## config.mk

```make
export PLATFORM = sky130hd
export DESIGN_NAME = math_expression_lexer
export DESIGN_NICKNAME = d
export VERILOG_FILES = /design/src/design/mel_pkg.sv /design/src/design/math_expression_lexer.sv /design/src/design/mel_scan.sv /design/src/design/mel_tokq.sv
export SDC_FILE = /design/constraint.sdc
export NUM_CORES = 1
export LEC_CHECK = 0
export BUFFER_PORTS_ARGS = -buffer_cell sky130_fd_sc_hd__buf_2
export CAP_MARGIN = 25
export CORE_ASPECT_RATIO = 1.25
export CORE_MARGIN = 8
export CORE_UTILIZATION = 49
export DETAILED_ROUTE_END_ITERATION = 10
export PLACE_DENSITY = 0.62
export SLEW_MARGIN = 0
export SYNTH_ARGS = -nofsm -noshare
export SYNTH_HDL_FRONTEND = slang
export SYNTH_HIERARCHICAL = 1
export SYNTH_SLANG_ARGS = --single-unit
export TNS_END_PERCENT = 100
```

## constraint.sdc

```tcl
create_clock -name clk -period 19 [get_ports clk]
set_input_delay 1.9 -clock clk [delete_from_list [all_inputs] [get_ports clk]]
set_output_delay 1.9 -clock clk [all_outputs]
set_load 0.01 [all_outputs]
```

## src/design/mel_pkg.sv

```systemverilog
// Shared types, character codes and classifier functions for the expression lexer.
package mel_pkg;

    localparam int POSITION_BITS_DEF = 16;
    localparam int MANTISSA_BITS_DEF = 48;

    localparam int QUEUE_DEPTH = 4;
    localparam int QPTR_W      = $clog2(QUEUE_DEPTH);

    typedef enum logic [3:0] {
        KIND_OP      = 4'd0,
        KIND_FUNC    = 4'd1,
        KIND_COMMA   = 4'd2,
        KIND_OPEN    = 4'd3,
        KIND_CLOSE   = 4'd4,
        KIND_NUMBER  = 4'd5,
        KIND_VAR     = 4'd6,
        KIND_INVALID = 4'd7,
        KIND_END     = 4'd8
    } kind_t;

    localparam logic [7:0] CH_NUL    = 8'h00;
    localparam logic [7:0] CH_SPACE  = " ";
    localparam logic [7:0] CH_EQ     = "=";
    localparam logic [7:0] CH_DOT    = ".";
    localparam logic [7:0] CH_COMMA  = ",";
    localparam logic [7:0] CH_PLUS   = "+";
    localparam logic [7:0] CH_MINUS  = "-";
    localparam logic [7:0] CH_STAR   = "*";
    localparam logic [7:0] CH_SLASH  = "/";
    localparam logic [7:0] CH_CARET  = "^";
    localparam logic [7:0] CH_BANG   = "!";
    localparam logic [7:0] CH_PCT    = "%";
    localparam logic [7:0] CH_LT     = "<";
    localparam logic [7:0] CH_GT     = ">";
    localparam logic [7:0] CH_QMARK  = "?";
    localparam logic [7:0] CH_COLON  = ":";
    localparam logic [7:0] CH_LPAREN = "(";
    localparam logic [7:0] CH_LBRACK = "[";
    localparam logic [7:0] CH_LBRACE = "{";
    localparam logic [7:0] CH_RPAREN = ")";
    localparam logic [7:0] CH_RBRACK = "]";
    localparam logic [7:0] CH_RBRACE = "}";
    localparam logic [7:0] CH_UNDER  = "_";
    localparam logic [7:0] CH_E_LO   = "e";
    localparam logic [7:0] CH_E_UP   = "E";
    localparam logic [7:0] CH_ZERO   = "0";
    localparam logic [7:0] CH_NINE   = "9";
    localparam logic [7:0] CH_A_LO   = "a";
    localparam logic [7:0] CH_Z_LO   = "z";
    localparam logic [7:0] CH_A_UP   = "A";
    localparam logic [7:0] CH_Z_UP   = "Z";

    typedef struct packed {
        kind_t             kind;
        logic [7:0]        lead;
        logic [7:0]        eq_count;
        logic [7:0]        frac;
        logic signed [15:0] exponent;
        logic              overflow;
        logic              last;
    } tok_fix_t;

    localparam int TOK_FIX_W = $bits(tok_fix_t);

    function automatic logic is_digit(input logic [7:0] c);
        return (c >= CH_ZERO) && (c <= CH_NINE);
    endfunction

    function automatic logic is_alpha(input logic [7:0] c);
        return ((c >= CH_A_LO) && (c <= CH_Z_LO)) || ((c >= CH_A_UP) && (c <= CH_Z_UP));
    endfunction

    function automatic logic is_oper(input logic [7:0] c);
        logic r;
        unique case (c)
            CH_PLUS, CH_MINUS, CH_STAR, CH_SLASH, CH_CARET, CH_BANG,
            CH_PCT, CH_LT, CH_GT, CH_EQ, CH_QMARK, CH_COLON: r = 1'b1;
            default: r = 1'b0;
        endcase
        return r;
    endfunction

    function automatic logic is_open(input logic [7:0] c);
        return (c == CH_LPAREN) || (c == CH_LBRACK) || (c == CH_LBRACE);
    endfunction

    function automatic logic is_close(input logic [7:0] c);
        return (c == CH_RPAREN) || (c == CH_RBRACK) || (c == CH_RBRACE);
    endfunction

endpackage

```

## src/design/math_expression_lexer.sv

```systemverilog
// Expression lexer top level: input byte register, scanner step and token queue.
// Takes one text byte per cycle while the token queue has room, and emits
// tokens (operators, brackets, commas, identifiers, functions, numbers, invalid
// bytes and end) on the result channel. An accepted byte sits in the input
// register until it is scanned, and its tokens are written into the token queue.
// Throughput is one byte per cycle; a byte that both closes a pending token and
// emits its own puts two tokens into the four-entry token queue, and the input
// stalls only while that queue holds more than two tokens. Numbers come out as
// a decimal mantissa, a fraction digit count and a signed exponent.
module math_expression_lexer #(
    parameter int POSITION_BITS = mel_pkg::POSITION_BITS_DEF,
    parameter int MANTISSA_BITS = mel_pkg::MANTISSA_BITS_DEF
) (
    input  logic                      clk,
    input  logic                      rst_n,
    input  logic                      in_valid,
    output logic                      in_stall,
    input  logic [7:0]                char_code,
    output logic                      out_valid,
    input  logic                      out_stall,
    output logic [3:0]                token_kind,
    output logic [POSITION_BITS-1:0]  start_pos,
    output logic [POSITION_BITS-1:0]  token_length,
    output logic [7:0]                lead_char,
    output logic [7:0]                equals_count,
    output logic [MANTISSA_BITS-1:0]  mantissa,
    output logic [7:0]                frac_digits,
    output logic signed [15:0]        exponent,
    output logic                      number_overflow,
    output logic                      last_of_input
);

    localparam int DATA_W = mel_pkg::TOK_FIX_W + 2 * POSITION_BITS + MANTISSA_BITS;
    localparam int PW     = mel_pkg::QPTR_W;

    logic                     hold_valid_reg, hold_valid_next;
    logic [7:0]               char_reg;
    logic                     accept;
    logic                     room;
    logic                     step;
    logic [1:0]               emit_count;
    mel_pkg::tok_fix_t        tok0_fix, tok1_fix, head_fix;
    logic [POSITION_BITS-1:0] tok0_start, tok0_len, tok1_start, tok1_len;
    logic [MANTISSA_BITS-1:0] tok0_mant, tok1_mant;
    logic [DATA_W-1:0]        push0_data, push1_data, head_data;
    logic [PW:0]              q_count;
    logic                     pop;

    assign room     = q_count <= (PW+1)'(mel_pkg::QUEUE_DEPTH - 2);
    assign step     = hold_valid_reg && room;
    assign in_stall = hold_valid_reg && !room;
    assign accept   = in_valid && !in_stall;

    always_comb
    begin
        hold_valid_next = accept ? 1'b1 : (step ? 1'b0 : hold_valid_reg);
    end

    always_ff @(posedge clk or negedge rst_n)
    begin
        if (!rst_n)
        begin
            hold_valid_reg <= 1'b0;
        end
        else
        begin
            hold_valid_reg <= hold_valid_next;
        end
    end

    always_ff @(posedge clk)
    begin
        if (accept)
        begin
            char_reg <= char_code;
        end
    end

    mel_scan #(
        .POSITION_BITS (POSITION_BITS),
        .MANTISSA_BITS (MANTISSA_BITS)
    ) u_scan (
        .clk        (clk),
        .rst_n      (rst_n),
        .step       (step),
        .char_in    (char_reg),
        .emit_count (emit_count),
        .tok0_fix   (tok0_fix),
        .tok0_start (tok0_start),
        .tok0_len   (tok0_len),
        .tok0_mant  (tok0_mant),
        .tok1_fix   (tok1_fix),
        .tok1_start (tok1_start),
        .tok1_len   (tok1_len),
        .tok1_mant  (tok1_mant)
    );

    assign push0_data = {tok0_fix, tok0_start, tok0_len, tok0_mant};
    assign push1_data = {tok1_fix, tok1_start, tok1_len, tok1_mant};

    mel_tokq #(
        .DATA_W (DATA_W)
    ) u_tokq (
        .clk        (clk),
        .rst_n      (rst_n),
        .push_count (emit_count),
        .push0_data (push0_data),
        .push1_data (push1_data),
        .pop        (pop),
        .head_data  (head_data),
        .count      (q_count)
    );

    assign out_valid = q_count != '0;
    assign pop       = out_valid && !out_stall;

    assign {head_fix, start_pos, token_length, mantissa} = head_data;

    assign token_kind      = head_fix.kind;
    assign lead_char       = head_fix.lead;
    assign equals_count    = head_fix.eq_count;
    assign frac_digits     = head_fix.frac;
    assign exponent        = head_fix.exponent;
    assign number_overflow = head_fix.overflow;
    assign last_of_input   = head_fix.last;

    a_queue_bound: assert property (@(posedge clk) disable iff (!rst_n)
        q_count <= (PW+1)'(mel_pkg::QUEUE_DEPTH))
        else $error("token queue overfilled");

    a_double_emit_visible: assert property (@(posedge clk) disable iff (!rst_n)
        (step && (emit_count == 2'd2)) |=> out_valid)
        else $error("two tokens written but result channel empty");

    a_partner_follows: assert property (@(posedge clk) disable iff (!rst_n)
        (pop && !last_of_input) |=> out_valid)
        else $error("second token of a byte missing after transfer");

    a_no_step_when_full: assert property (@(posedge clk) disable iff (!rst_n)
        (hold_valid_reg && in_stall) |=> hold_valid_reg && $stable(char_reg))
        else $error("held byte lost while queue full");

endmodule

```

## src/design/mel_scan.sv

```systemverilog
// Scanner state and per-byte step logic: extends the pending token or emits up to two tokens.
module mel_scan #(
    parameter int POSITION_BITS = mel_pkg::POSITION_BITS_DEF,
    parameter int MANTISSA_BITS = mel_pkg::MANTISSA_BITS_DEF
) (
    input  logic                     clk,
    input  logic                     rst_n,
    input  logic                     step,
    input  logic [7:0]               char_in,
    output logic [1:0]               emit_count,
    output mel_pkg::tok_fix_t        tok0_fix,
    output logic [POSITION_BITS-1:0] tok0_start,
    output logic [POSITION_BITS-1:0] tok0_len,
    output logic [MANTISSA_BITS-1:0] tok0_mant,
    output mel_pkg::tok_fix_t        tok1_fix,
    output logic [POSITION_BITS-1:0] tok1_start,
    output logic [POSITION_BITS-1:0] tok1_len,
    output logic [MANTISSA_BITS-1:0] tok1_mant
);

    typedef enum logic [2:0] {
        MODE_IDLE,
        MODE_OP,
        MODE_IDENT,
        MODE_INT,
        MODE_FRAC,
        MODE_ESIGN,
        MODE_EDIG
    } mode_t;

    localparam logic [POSITION_BITS-1:0] POS_MAX  = '1;
    localparam logic [MANTISSA_BITS-1:0] MANT_MAX = '1;
    localparam logic [POSITION_BITS-1:0] POS_ONE  = POSITION_BITS'(1);

    mode_t                     mode_reg, mode_next;
    logic [POSITION_BITS-1:0]  pos_reg, pos_next;
    logic [POSITION_BITS-1:0]  tstart_reg, tstart_next;
    logic [POSITION_BITS-1:0]  tlen_reg, tlen_next;
    logic [7:0]                first_reg, first_next;
    logic [7:0]                eq_reg, eq_next;
    logic [MANTISSA_BITS-1:0]  dv_reg, dv_next;
    logic [7:0]                frac_reg, frac_next;
    logic [14:0]               mag_reg, mag_next;
    logic                      neg_reg, neg_next;
    logic                      ovf_reg, ovf_next;

    logic [7:0]                c;
    logic [3:0]                d;
    logic                      dig;
    logic                      is_e;
    logic                      ext;
    logic [MANTISSA_BITS+3:0]  mant_wide;
    logic                      mant_sat;
    logic [MANTISSA_BITS-1:0]  mant_add;
    logic [18:0]               exp_wide;
    logic                      exp_sat;
    logic [14:0]               exp_add;
    logic [POSITION_BITS-1:0]  pos_inc;
    logic [POSITION_BITS-1:0]  len_inc;
    logic [POSITION_BITS:0]    op_len_w;
    logic [POSITION_BITS-1:0]  op_len;
    logic signed [15:0]        exp_pos;

    logic                      a_v, b_v;
    mel_pkg::tok_fix_t         a_fix, b_fix;
    logic [POSITION_BITS-1:0]  a_start, a_len, b_start, b_len;
    logic [MANTISSA_BITS-1:0]  a_mant;

    always_comb
    begin
        c        = char_in;
        d        = c[3:0];
        dig      = mel_pkg::is_digit(c);
        is_e     = (c == mel_pkg::CH_E_LO) || (c == mel_pkg::CH_E_UP);

        mant_wide = ({4'b0, dv_reg} << 3) + ({4'b0, dv_reg} << 1)
                  + (MANTISSA_BITS+4)'(d);
        mant_sat  = |mant_wide[MANTISSA_BITS+3:MANTISSA_BITS];
        mant_add  = mant_sat ? MANT_MAX : mant_wide[MANTISSA_BITS-1:0];

        exp_wide  = ({4'b0, mag_reg} << 3) + ({4'b0, mag_reg} << 1) + 19'(d);
        exp_sat   = exp_wide > 19'd32767;
        exp_add   = exp_sat ? 15'h7FFF : exp_wide[14:0];

        pos_inc   = (pos_reg == POS_MAX) ? POS_MAX : pos_reg + POS_ONE;
        len_inc   = (tlen_reg == POS_MAX) ? POS_MAX : tlen_reg + POS_ONE;

        op_len_w  = (POSITION_BITS+1)'({1'b0, eq_reg}) + (POSITION_BITS+1)'(1);
        op_len    = op_len_w[POSITION_BITS] ? POS_MAX : op_len_w[POSITION_BITS-1:0];

        exp_pos   = signed'({1'b0, mag_reg});

        mode_next   = mode_reg;
        pos_next    = pos_reg;
        tstart_next = tstart_reg;
        tlen_next   = tlen_reg;
        first_next  = first_reg;
        eq_next     = eq_reg;
        dv_next     = dv_reg;
        frac_next   = frac_reg;
        mag_next    = mag_reg;
        neg_next    = neg_reg;
        ovf_next    = ovf_reg;

        ext = 1'b0;
        unique case (mode_reg)
            MODE_IDLE:
            begin
                ext = 1'b0;
            end
            MODE_OP:
            begin
                if (c == mel_pkg::CH_EQ)
                begin
                    ext = 1'b1;
                    if (eq_reg != 8'hFF)
                    begin
                        eq_next = eq_reg + 8'd1;
                    end
                end
            end
            MODE_IDENT:
            begin
                ext = mel_pkg::is_alpha(c) || dig || (c == mel_pkg::CH_UNDER);
            end
            MODE_INT:
            begin
                priority if (dig)
                begin
                    ext      = 1'b1;
                    dv_next  = mant_add;
                    ovf_next = ovf_reg | mant_sat;
                end
                else if (c == mel_pkg::CH_DOT)
                begin
                    ext       = 1'b1;
                    mode_next = MODE_FRAC;
                end
                else if (is_e)
                begin
                    ext       = 1'b1;
                    mode_next = MODE_ESIGN;
                end
                else
                begin
                    ext = 1'b0;
                end
            end
            MODE_FRAC:
            begin
                priority if (dig)
                begin
                    ext       = 1'b1;
                    dv_next   = mant_add;
                    ovf_next  = ovf_reg | mant_sat | (frac_reg == 8'hFF);
                    frac_next = (frac_reg == 8'hFF) ? frac_reg : frac_reg + 8'd1;
                end
                else if (is_e)
                begin
                    ext       = 1'b1;
                    mode_next = MODE_ESIGN;
                end
                else
                begin
                    ext = 1'b0;
                end
            end
            MODE_ESIGN:
            begin
                priority if (c == mel_pkg::CH_PLUS)
                begin
                    ext       = 1'b1;
                    mode_next = MODE_EDIG;
                end
                else if (c == mel_pkg::CH_MINUS)
                begin
                    ext       = 1'b1;
                    neg_next  = 1'b1;
                    mode_next = MODE_EDIG;
                end
                else if (dig)
                begin
                    ext       = 1'b1;
                    mag_next  = exp_add;
                    ovf_next  = ovf_reg | exp_sat;
                    mode_next = MODE_EDIG;
                end
                else
                begin
                    ext = 1'b0;
                end
            end
            MODE_EDIG:
            begin
                if (dig)
                begin
                    ext      = 1'b1;
                    mag_next = exp_add;
                    ovf_next = ovf_reg | exp_sat;
                end
            end
            default:
            begin
                ext = 1'b0;
            end
        endcase

        // pending token closed by this byte
        a_v     = 1'b0;
        a_fix   = '0;
        a_start = tstart_reg;
        a_len   = tlen_reg;
        a_mant  = '0;
        if (!ext && (mode_reg != MODE_IDLE))
        begin
            a_v = 1'b1;
            priority if (mode_reg == MODE_OP)
            begin
                a_fix.kind     = mel_pkg::KIND_OP;
                a_fix.lead     = first_reg;
                a_fix.eq_count = eq_reg;
                a_len          = op_len;
            end
            else if (mode_reg == MODE_IDENT)
            begin
                a_fix.kind = mel_pkg::is_open(c) ? mel_pkg::KIND_FUNC : mel_pkg::KIND_VAR;
            end
            else
            begin
                a_fix.kind     = mel_pkg::KIND_NUMBER;
                a_fix.frac     = frac_reg;
                a_fix.exponent = neg_reg ? -exp_pos : exp_pos;
                a_fix.overflow = ovf_reg;
                a_mant         = dv_reg;
            end
        end

        // the byte itself, when not absorbed
        b_v     = 1'b0;
        b_fix   = '0;
        b_start = pos_reg;
        b_len   = POS_ONE;
        if (ext)
        begin
            tlen_next = len_inc;
            pos_next  = pos_inc;
        end
        else
        begin
            mode_next = MODE_IDLE;
            if (c == mel_pkg::CH_NUL)
            begin
                b_v        = 1'b1;
                b_fix.kind = mel_pkg::KIND_END;
                b_len      = '0;
                pos_next   = '0;
            end
            else
            begin
                pos_next = pos_inc;
                priority if (c == mel_pkg::CH_SPACE)
                begin
                    b_v = 1'b0;
                end
                else if (mel_pkg::is_oper(c))
                begin
                    mode_next   = MODE_OP;
                    first_next  = c;
                    eq_next     = '0;
                    tstart_next = pos_reg;
                    tlen_next   = POS_ONE;
                end
                else if (mel_pkg::is_open(c))
                begin
                    b_v        = 1'b1;
                    b_fix.kind = mel_pkg::KIND_OPEN;
                    b_fix.lead = c;
                end
                else if (mel_pkg::is_close(c))
                begin
                    b_v        = 1'b1;
                    b_fix.kind = mel_pkg::KIND_CLOSE;
                    b_fix.lead = c;
                end
                else if (c == mel_pkg::CH_COMMA)
                begin
                    b_v        = 1'b1;
                    b_fix.kind = mel_pkg::KIND_COMMA;
                end
                else if (mel_pkg::is_alpha(c))
                begin
                    mode_next   = MODE_IDENT;
                    tstart_next = pos_reg;
                    tlen_next   = POS_ONE;
                end
                else if (dig || (c == mel_pkg::CH_DOT))
                begin
                    mode_next   = dig ? MODE_INT : MODE_FRAC;
                    tstart_next = pos_reg;
                    tlen_next   = POS_ONE;
                    dv_next     = dig ? MANTISSA_BITS'(d) : '0;
                    frac_next   = '0;
                    mag_next    = '0;
                    neg_next    = 1'b0;
                    ovf_next    = 1'b0;
                end
                else
                begin
                    b_v        = 1'b1;
                    b_fix.kind = mel_pkg::KIND_INVALID;
                    b_fix.lead = c;
                end
            end
        end

        emit_count    = step ? ({1'b0, a_v} + {1'b0, b_v}) : 2'd0;
        tok0_fix      = a_v ? a_fix : b_fix;
        tok0_fix.last = !(a_v && b_v);
        tok0_start    = a_v ? a_start : b_start;
        tok0_len      = a_v ? a_len : b_len;
        tok0_mant     = a_v ? a_mant : '0;
        tok1_fix      = b_fix;
        tok1_fix.last = 1'b1;
        tok1_start    = b_start;
        tok1_len      = b_len;
        tok1_mant     = '0;
    end

    always_ff @(posedge clk or negedge rst_n)
    begin
        if (!rst_n)
        begin
            mode_reg   <= MODE_IDLE;
            pos_reg    <= '0;
            tstart_reg <= '0;
            tlen_reg   <= '0;
            first_reg  <= '0;
            eq_reg     <= '0;
            dv_reg     <= '0;
            frac_reg   <= '0;
            mag_reg    <= '0;
            neg_reg    <= 1'b0;
            ovf_reg    <= 1'b0;
        end
        else if (step)
        begin
            mode_reg   <= mode_next;
            pos_reg    <= pos_next;
            tstart_reg <= tstart_next;
            tlen_reg   <= tlen_next;
            first_reg  <= first_next;
            eq_reg     <= eq_next;
            dv_reg     <= dv_next;
            frac_reg   <= frac_next;
            mag_reg    <= mag_next;
            neg_reg    <= neg_next;
            ovf_reg    <= ovf_next;
        end
    end

endmodule

```

## src/design/mel_tokq.sv

```systemverilog
// Small token queue: takes up to two tokens per cycle, hands out one per transfer.
module mel_tokq #(
    parameter int DATA_W = 64
) (
    input  logic                      clk,
    input  logic                      rst_n,
    input  logic [1:0]                push_count,
    input  logic [DATA_W-1:0]         push0_data,
    input  logic [DATA_W-1:0]         push1_data,
    input  logic                      pop,
    output logic [DATA_W-1:0]         head_data,
    output logic [mel_pkg::QPTR_W:0]  count
);

    localparam int PW = mel_pkg::QPTR_W;

    logic [DATA_W-1:0] entries_reg [mel_pkg::QUEUE_DEPTH];
    logic [PW-1:0]     wr_ptr_reg, wr_ptr_next;
    logic [PW-1:0]     rd_ptr_reg, rd_ptr_next;
    logic [PW:0]       count_reg, count_next;
    logic [PW-1:0]     wr_ptr_plus1;

    always_comb
    begin
        wr_ptr_plus1 = wr_ptr_reg + PW'(1);
        wr_ptr_next  = wr_ptr_reg + PW'(push_count);
        rd_ptr_next  = rd_ptr_reg + PW'(pop);
        count_next   = count_reg + (PW+1)'(push_count) - (PW+1)'(pop);
    end

    always_ff @(posedge clk or negedge rst_n)
    begin
        if (!rst_n)
        begin
            wr_ptr_reg <= '0;
            rd_ptr_reg <= '0;
            count_reg  <= '0;
        end
        else
        begin
            wr_ptr_reg <= wr_ptr_next;
            rd_ptr_reg <= rd_ptr_next;
            count_reg  <= count_next;
        end
    end

    always_ff @(posedge clk)
    begin
        if (push_count != 2'd0)
        begin
            entries_reg[wr_ptr_reg] <= push0_data;
        end
        if (push_count == 2'd2)
        begin
            entries_reg[wr_ptr_plus1] <= push1_data;
        end
    end

    assign head_data = entries_reg[rd_ptr_reg];
    assign count     = count_reg;

endmodule

```

### Yosys cells after proc, flatten, opt, wreduce, memory -nomap -nowiden

Memories as Yosys holds them, arrays and structs flattened.
Index checks and enable logic that the tools add are counted.

* register bits after elaboration: 156
* memory bits (writable): 504
* input port bits: 12
* output and inout port bits: 128
* logic and storage cells: 302
* memories kept: 1

Memory list
* u_tokq.entries_reg: depth 4, bits a word 126, read ports 1, clocked after memory_dff 0, wr ports 2, line mel_tokq.sv:17 `logic [DATA_W-1:0] entries_reg [mel_pkg::QUEUE_DEPTH];`

* $add $sub $neg: 16
* order comparisons: 8
* equal/unequal tests: 47
* muxes and demuxes: 171
* bitwise logic cells: 6
* reduce and logical (&&, ||, !) cells: 37

Operators by type and width (number)
* $mux W48: 16
* $mux W16: 27
* $mux W15: 13
* $mux W8: 21
* $eq A8 B6 Y1 const B: 16
* $eq A8 B7 Y1 const B: 8
* $mux W12: 5
* $mux W1: 55
* $mux W3: 18
* $add A51 B49 Y52: 1
* $add A52 B4 Y52: 1
* $mux W25: 2
* $mux W46: 1
* $mux W45: 1
* $add A16 B1 Y16 const B: 2
* $eq A16 B16 Y1 const B: 2
* $pmux W15 S2: 1
* $mux W11: 2
* $mux W4: 5
* $add A18 B16 Y19: 1
* $add A19 B4 Y19: 1
* $gt A19 B15 Y1 const B: 1
* $add A8 B1 Y8 const B: 2
* $ge A8 B7 Y1 const B: 2
* 44 further kinds: 81

### Depth between registers and ports, before layout

* word-level depth: 17
* depth in mapped cells: 19
* depth with buffers taken out: 16

### Cells and area by module

The synthesis kept the hierarchy.

Modules (own cells, without submodules)
* mel_tokq: times used 1, cells each 1255, area an instance 24892.6 um^2, seq. area each 15309.7 um^2
* mel_scan: times used 1, cells each 1701, area an instance 13400.4 um^2, seq. area each 3503.4 um^2
* math_expression_lexer: times used 1, cells each 17, area an instance 324.1 um^2, seq. area each 265.3 um^2

### Worst setup path before layout

No wires, ideal clock.

* kind: flip-flop to flip-flop
* start: register char_reg[6]
* end: memory u_tokq/entries_reg[0][0] (netlist name) (enable)
* setup time: 795 ps
* arrival time: 12359 ps
* data required time: 18205 ps
* setup slack: 5846 ps
* cell stages (with the launch flop): 13
* buffers on the path: 1
* clock period less this slack: 13154 ps
* path through: edfxtp_1 or4b_4 or4_4 o21a_1 a2bb2oi_2 o211a_1 nand2_1 inv_1 clkbuf_1 ha_1 and2_1 nor2_1 o31ai_1

RTL lines
* from (decl): line math_expression_lexer.sv:37 `logic [7:0] char_reg;`
* from (signal assigned): line math_expression_lexer.sv:75 `char_reg <= char_code;`
* to (decl): line mel_tokq.sv:17

==> impl_results.md <==
- GRT overflow: 0
- Most frequent cell on the critical path: nor2_1
- Skew-Pair Late Insertion Delay: approximately 620 ps
- Max reg flops: 504
- RSZ-0062 raised after global routing: false
- Vias post-DR: approximately 24k
- Number of port buffers: 139
- Die Height: ~330 um
- Pwr per Cell Area: 152.1 mW/mm^2
- Sequential cell area fraction in the yosys report: about half
- Compound-Gate Fraction of Synth Area: under 10%
- Iter 0 DRT Violations: ~1.6k
- Post-synthesis xor/xnor area fraction: 1.746%
- Vias in the first global route: 25.85k
- Initial Util: between 40% and 50%
- Final Instance Count excl. Fillers: between 4k and 5k
- Final hold vios: 0
- Fmax: ~120 MHz
- Top post-synthesis cells by count: edfxtp_1 (512), mux2_2 (442), nand2_1 (173)
- Synth area leaders: edfxtp_1 (40%), mux2_2 (13%), dfrtp_1 (9.6%)
- Total power: around 6.4 mW
- CP top delay family: simple AND/OR/NAND/NOR gates
- Slew Limit Headroom: 30.26%
- Slew Viols, Final: 0
- CP Buf/Inv Count: 4
- Post-synthesis adder-cell area fraction: between 4 and 5%
- Outcome: complete, no violations
- Post-CTS Resized: 0
- Fillers: roughly 6.6k
- Final setup skew: 20.35 ps
- Vias per std cell: about 6
- Main synth FF type: edfxtp_1
- Reg area: 0.01909 mm^2
- Final setup TNS: 0 ps
- Multiplexer share of the synthesized area: a little under a quarter
- Min Clock Period, post-route: about 8300 ps
- Count leader, synth: edfxtp_1
- Fin crit share: about 44%
- Setup CP Type: reg2reg
- # DRC: 0
- Per-cell routed wire length: between 20 and 25 um
- Std-Cell Rows: 115
- Hold crit path type: reg2reg
- Fraction of layout instances using a drive strength above 1: a little under a third
- Share of synthesized registers carrying an async set or reset: between 20% and 30%
- Clk sinks: 660
- Cells along the critical path: or4_1 -> nor2_1 -> nor2_1 -> o21bai_1 -> o211a_1 -> nand2_1 -> inv_1 -> ha_1 -> inv_1 -> nor2_1 -> and4bb_4 -> buf_4 -> buf_4 -> mux2_2
- Yosys reg bits: 660
- Worst path arrival time: between 8000 and 9000 ps
- Crit Path Max Fanout: between 50 and 60
- Core ar.: about 0.078 mm^2
- Largest family of logic cells by synthesized area: multiplexers
- Clk pin slew, worst setup/hold paths: 60 ps
- Yosys cell types: between 90 and 100
- Postcts setup bufs: 0
- Mapped Cells: ~3k
- Detailed Route WL: just under 100,000 um
- Area of the multi-input gates: ~0.018 mm^2
- Synth warn: 6
- Fin worst setup slack: 10,670 ps
- Slew @ Worst Pin: 1046 ps
- Post-synth EDFFs: between 500 and 600
- Antenna violations before repair: 4
- CP max stage delay: between 900 and 1000 ps
- CTS tree: done
- IO Count: 140
- Avg Inst Size Synth: approximately 13 um^2
- Post-synth top area share: approximately 40%
- Synth area leader: edfxtp_1
- Die X-Extent: 267.1 um
- CTS H-tree depth: 3
- CP max stage cell: and4bb_4
- First-pass GRT wire length: around 150,000 um
- Layout net count: ~3.2k
- Initial DRT Pass Iterations: 5
- Setup-failing EPs final: 0
- Mapped Area: between 0.03 and 0.04 mm^2
- DP Wirelength: between 60,000 and 70,000 um
- Area grow syn2layout: 8.787%
- Lkg Pwr: ~17 nW
- Kind of end point of the critical path: flip-flop
- CTS Buf Count: between 70 and 80
- Worst slack, placed: between 10,000 and 15,000 ps
- Gpl congestion: roughly 0.91
- Post-synthesis simple-gate area fraction: 7.789%
- CTS root buffer: clkbuf_16
- Routed Antenna Nets: 0
- Die area: between 0.08 and 0.09 mm^2
- Max-cap violations: 0
- Worst endpoint required time: 19,380 ps
- Placed cells: about 4k
- Startpoint types: flip-flop
- Clk buf depth: 3
- Worst VDD drop: 0.0001162 V
- Pin count of the biggest net entering global routing: ~130
- Total track usage: 22.10%
- Hold_buf cts: 0
layer usage:
layer / GRT usage, % / up-vias / part of all wire, %
met3: 2.918 / 141 / 4.0
met2: 39.73 / 505 / 52
li1: - / 11376 / -
met4: 6.771 / 4 / 2.6
met1: 27.46 / 12434 / 42
met5: 0 / - / 0.024
layout by cell type, fill, tap and decap left out, types with 40 or more instances in the layout:
master,count
mux2_2,442
nand3_1,49
a31oi_1,51
mux2_4,69
and3_1,86
nor2_1,153
buf_2,138
edfxtp_1,512
mux4_2,126
o21ai_0,97
conb_1,97
nand2_1,173
dfrtp_1,146
nor3_1,40
clkbuf_16,75
inv_1,52
a21oi_1,140
ha_1,135
power by group:
| part | switching [mW] | internal, mW | total (mW) |
|---|---|---|---|
| logic | 1.55 | 1.07 | 2.62 |
| clock network | 0.578 | 0.825 | 1.40 |
| registers | 0.203 | 2.17 | 2.37 |
metrics by stage:
| stage | util, % | cell area [um^2] | hold WS, ps |
|---|---|---|---|
| 2_1_floorplan | - | 38970 | 449.7 |
| 3_3_place_gp | 50.56 | 39650 | 462.8 |
| 3_5_place_dp | 50.57 | 39660 | 474.7 |
| 4_1_cts | 53.55 | 42000 | 488.0 |
| 5_1_grt | 53.57 | 42010 | 520.9 |
| 6_report | 53.57 | 42010 | 482.4 |
cells by family (layout without fill, tap and decap cells):
| group | count (synthesis) | after routing |
|---|---|---|
| flip-flops | 660 | 660 |
| adder cells (fa/ha/maj) | 140 | 140 |
| multiplexers | 656 | 656 |
| buffers and inverters | 330 | 360 |
| XOR/XNOR | 77 | 77 |
| other | 2 | 98 |
| AO/OA/AOI/OAI | 496 | 496 |
| AND/OR/NAND/NOR | 612 | 612 |
final cells by class:
class                      count  area share [%]
sequential                   660           45.43
multi-input combinational   2078           42.99
clock buffer                  98           4.792
tap                         1053           3.136
timing repair buffer         177           2.401
clock inverter                32          0.7684
inverter                      53          0.4736
antenna                        1        0.005957
worst paths after layout:
kind                       cells after the start                     startpoint                             endpoint  slack, ps
max                                           14          char_reg[1]$_DFFE_PP_  u_tokq/entries_reg[2][92]$_DFFE_PP_      10670
min                                            2  u_scan/a_start[3]$_DFFE_PN0P_        u_scan/a_start[3]$_DFFE_PN0P_        480
max reg2reg                                   14          char_reg[1]$_DFFE_PP_  u_tokq/entries_reg[2][92]$_DFFE_PP_      10670
min reg2reg                                    2  u_scan/a_start[3]$_DFFE_PN0P_        u_scan/a_start[3]$_DFFE_PN0P_        480
max in group asynchronous                      2                          rst_n       u_tokq/rd_ptr_reg[1]$_DFF_PN0_      16120
min in group asynchronous                      1                          rst_n       u_scan/mag_reg[12]$_DFFE_PN0P_       1380
worst reg2reg max path, stage by stage, from the launching register on:
cell	delay (ps)
edfxtp_1	670
or4_1	630
nor2_1	160
nor2_1	140
o21bai_1	310
o211a_1	730
nand2_1	780
inv_1	890
ha_1	270
inv_1	100
nor2_1	440
and4bb_4	920
buf_4	690
buf_4	860
mux2_2	510
Power figures use the tool's default switching activity.
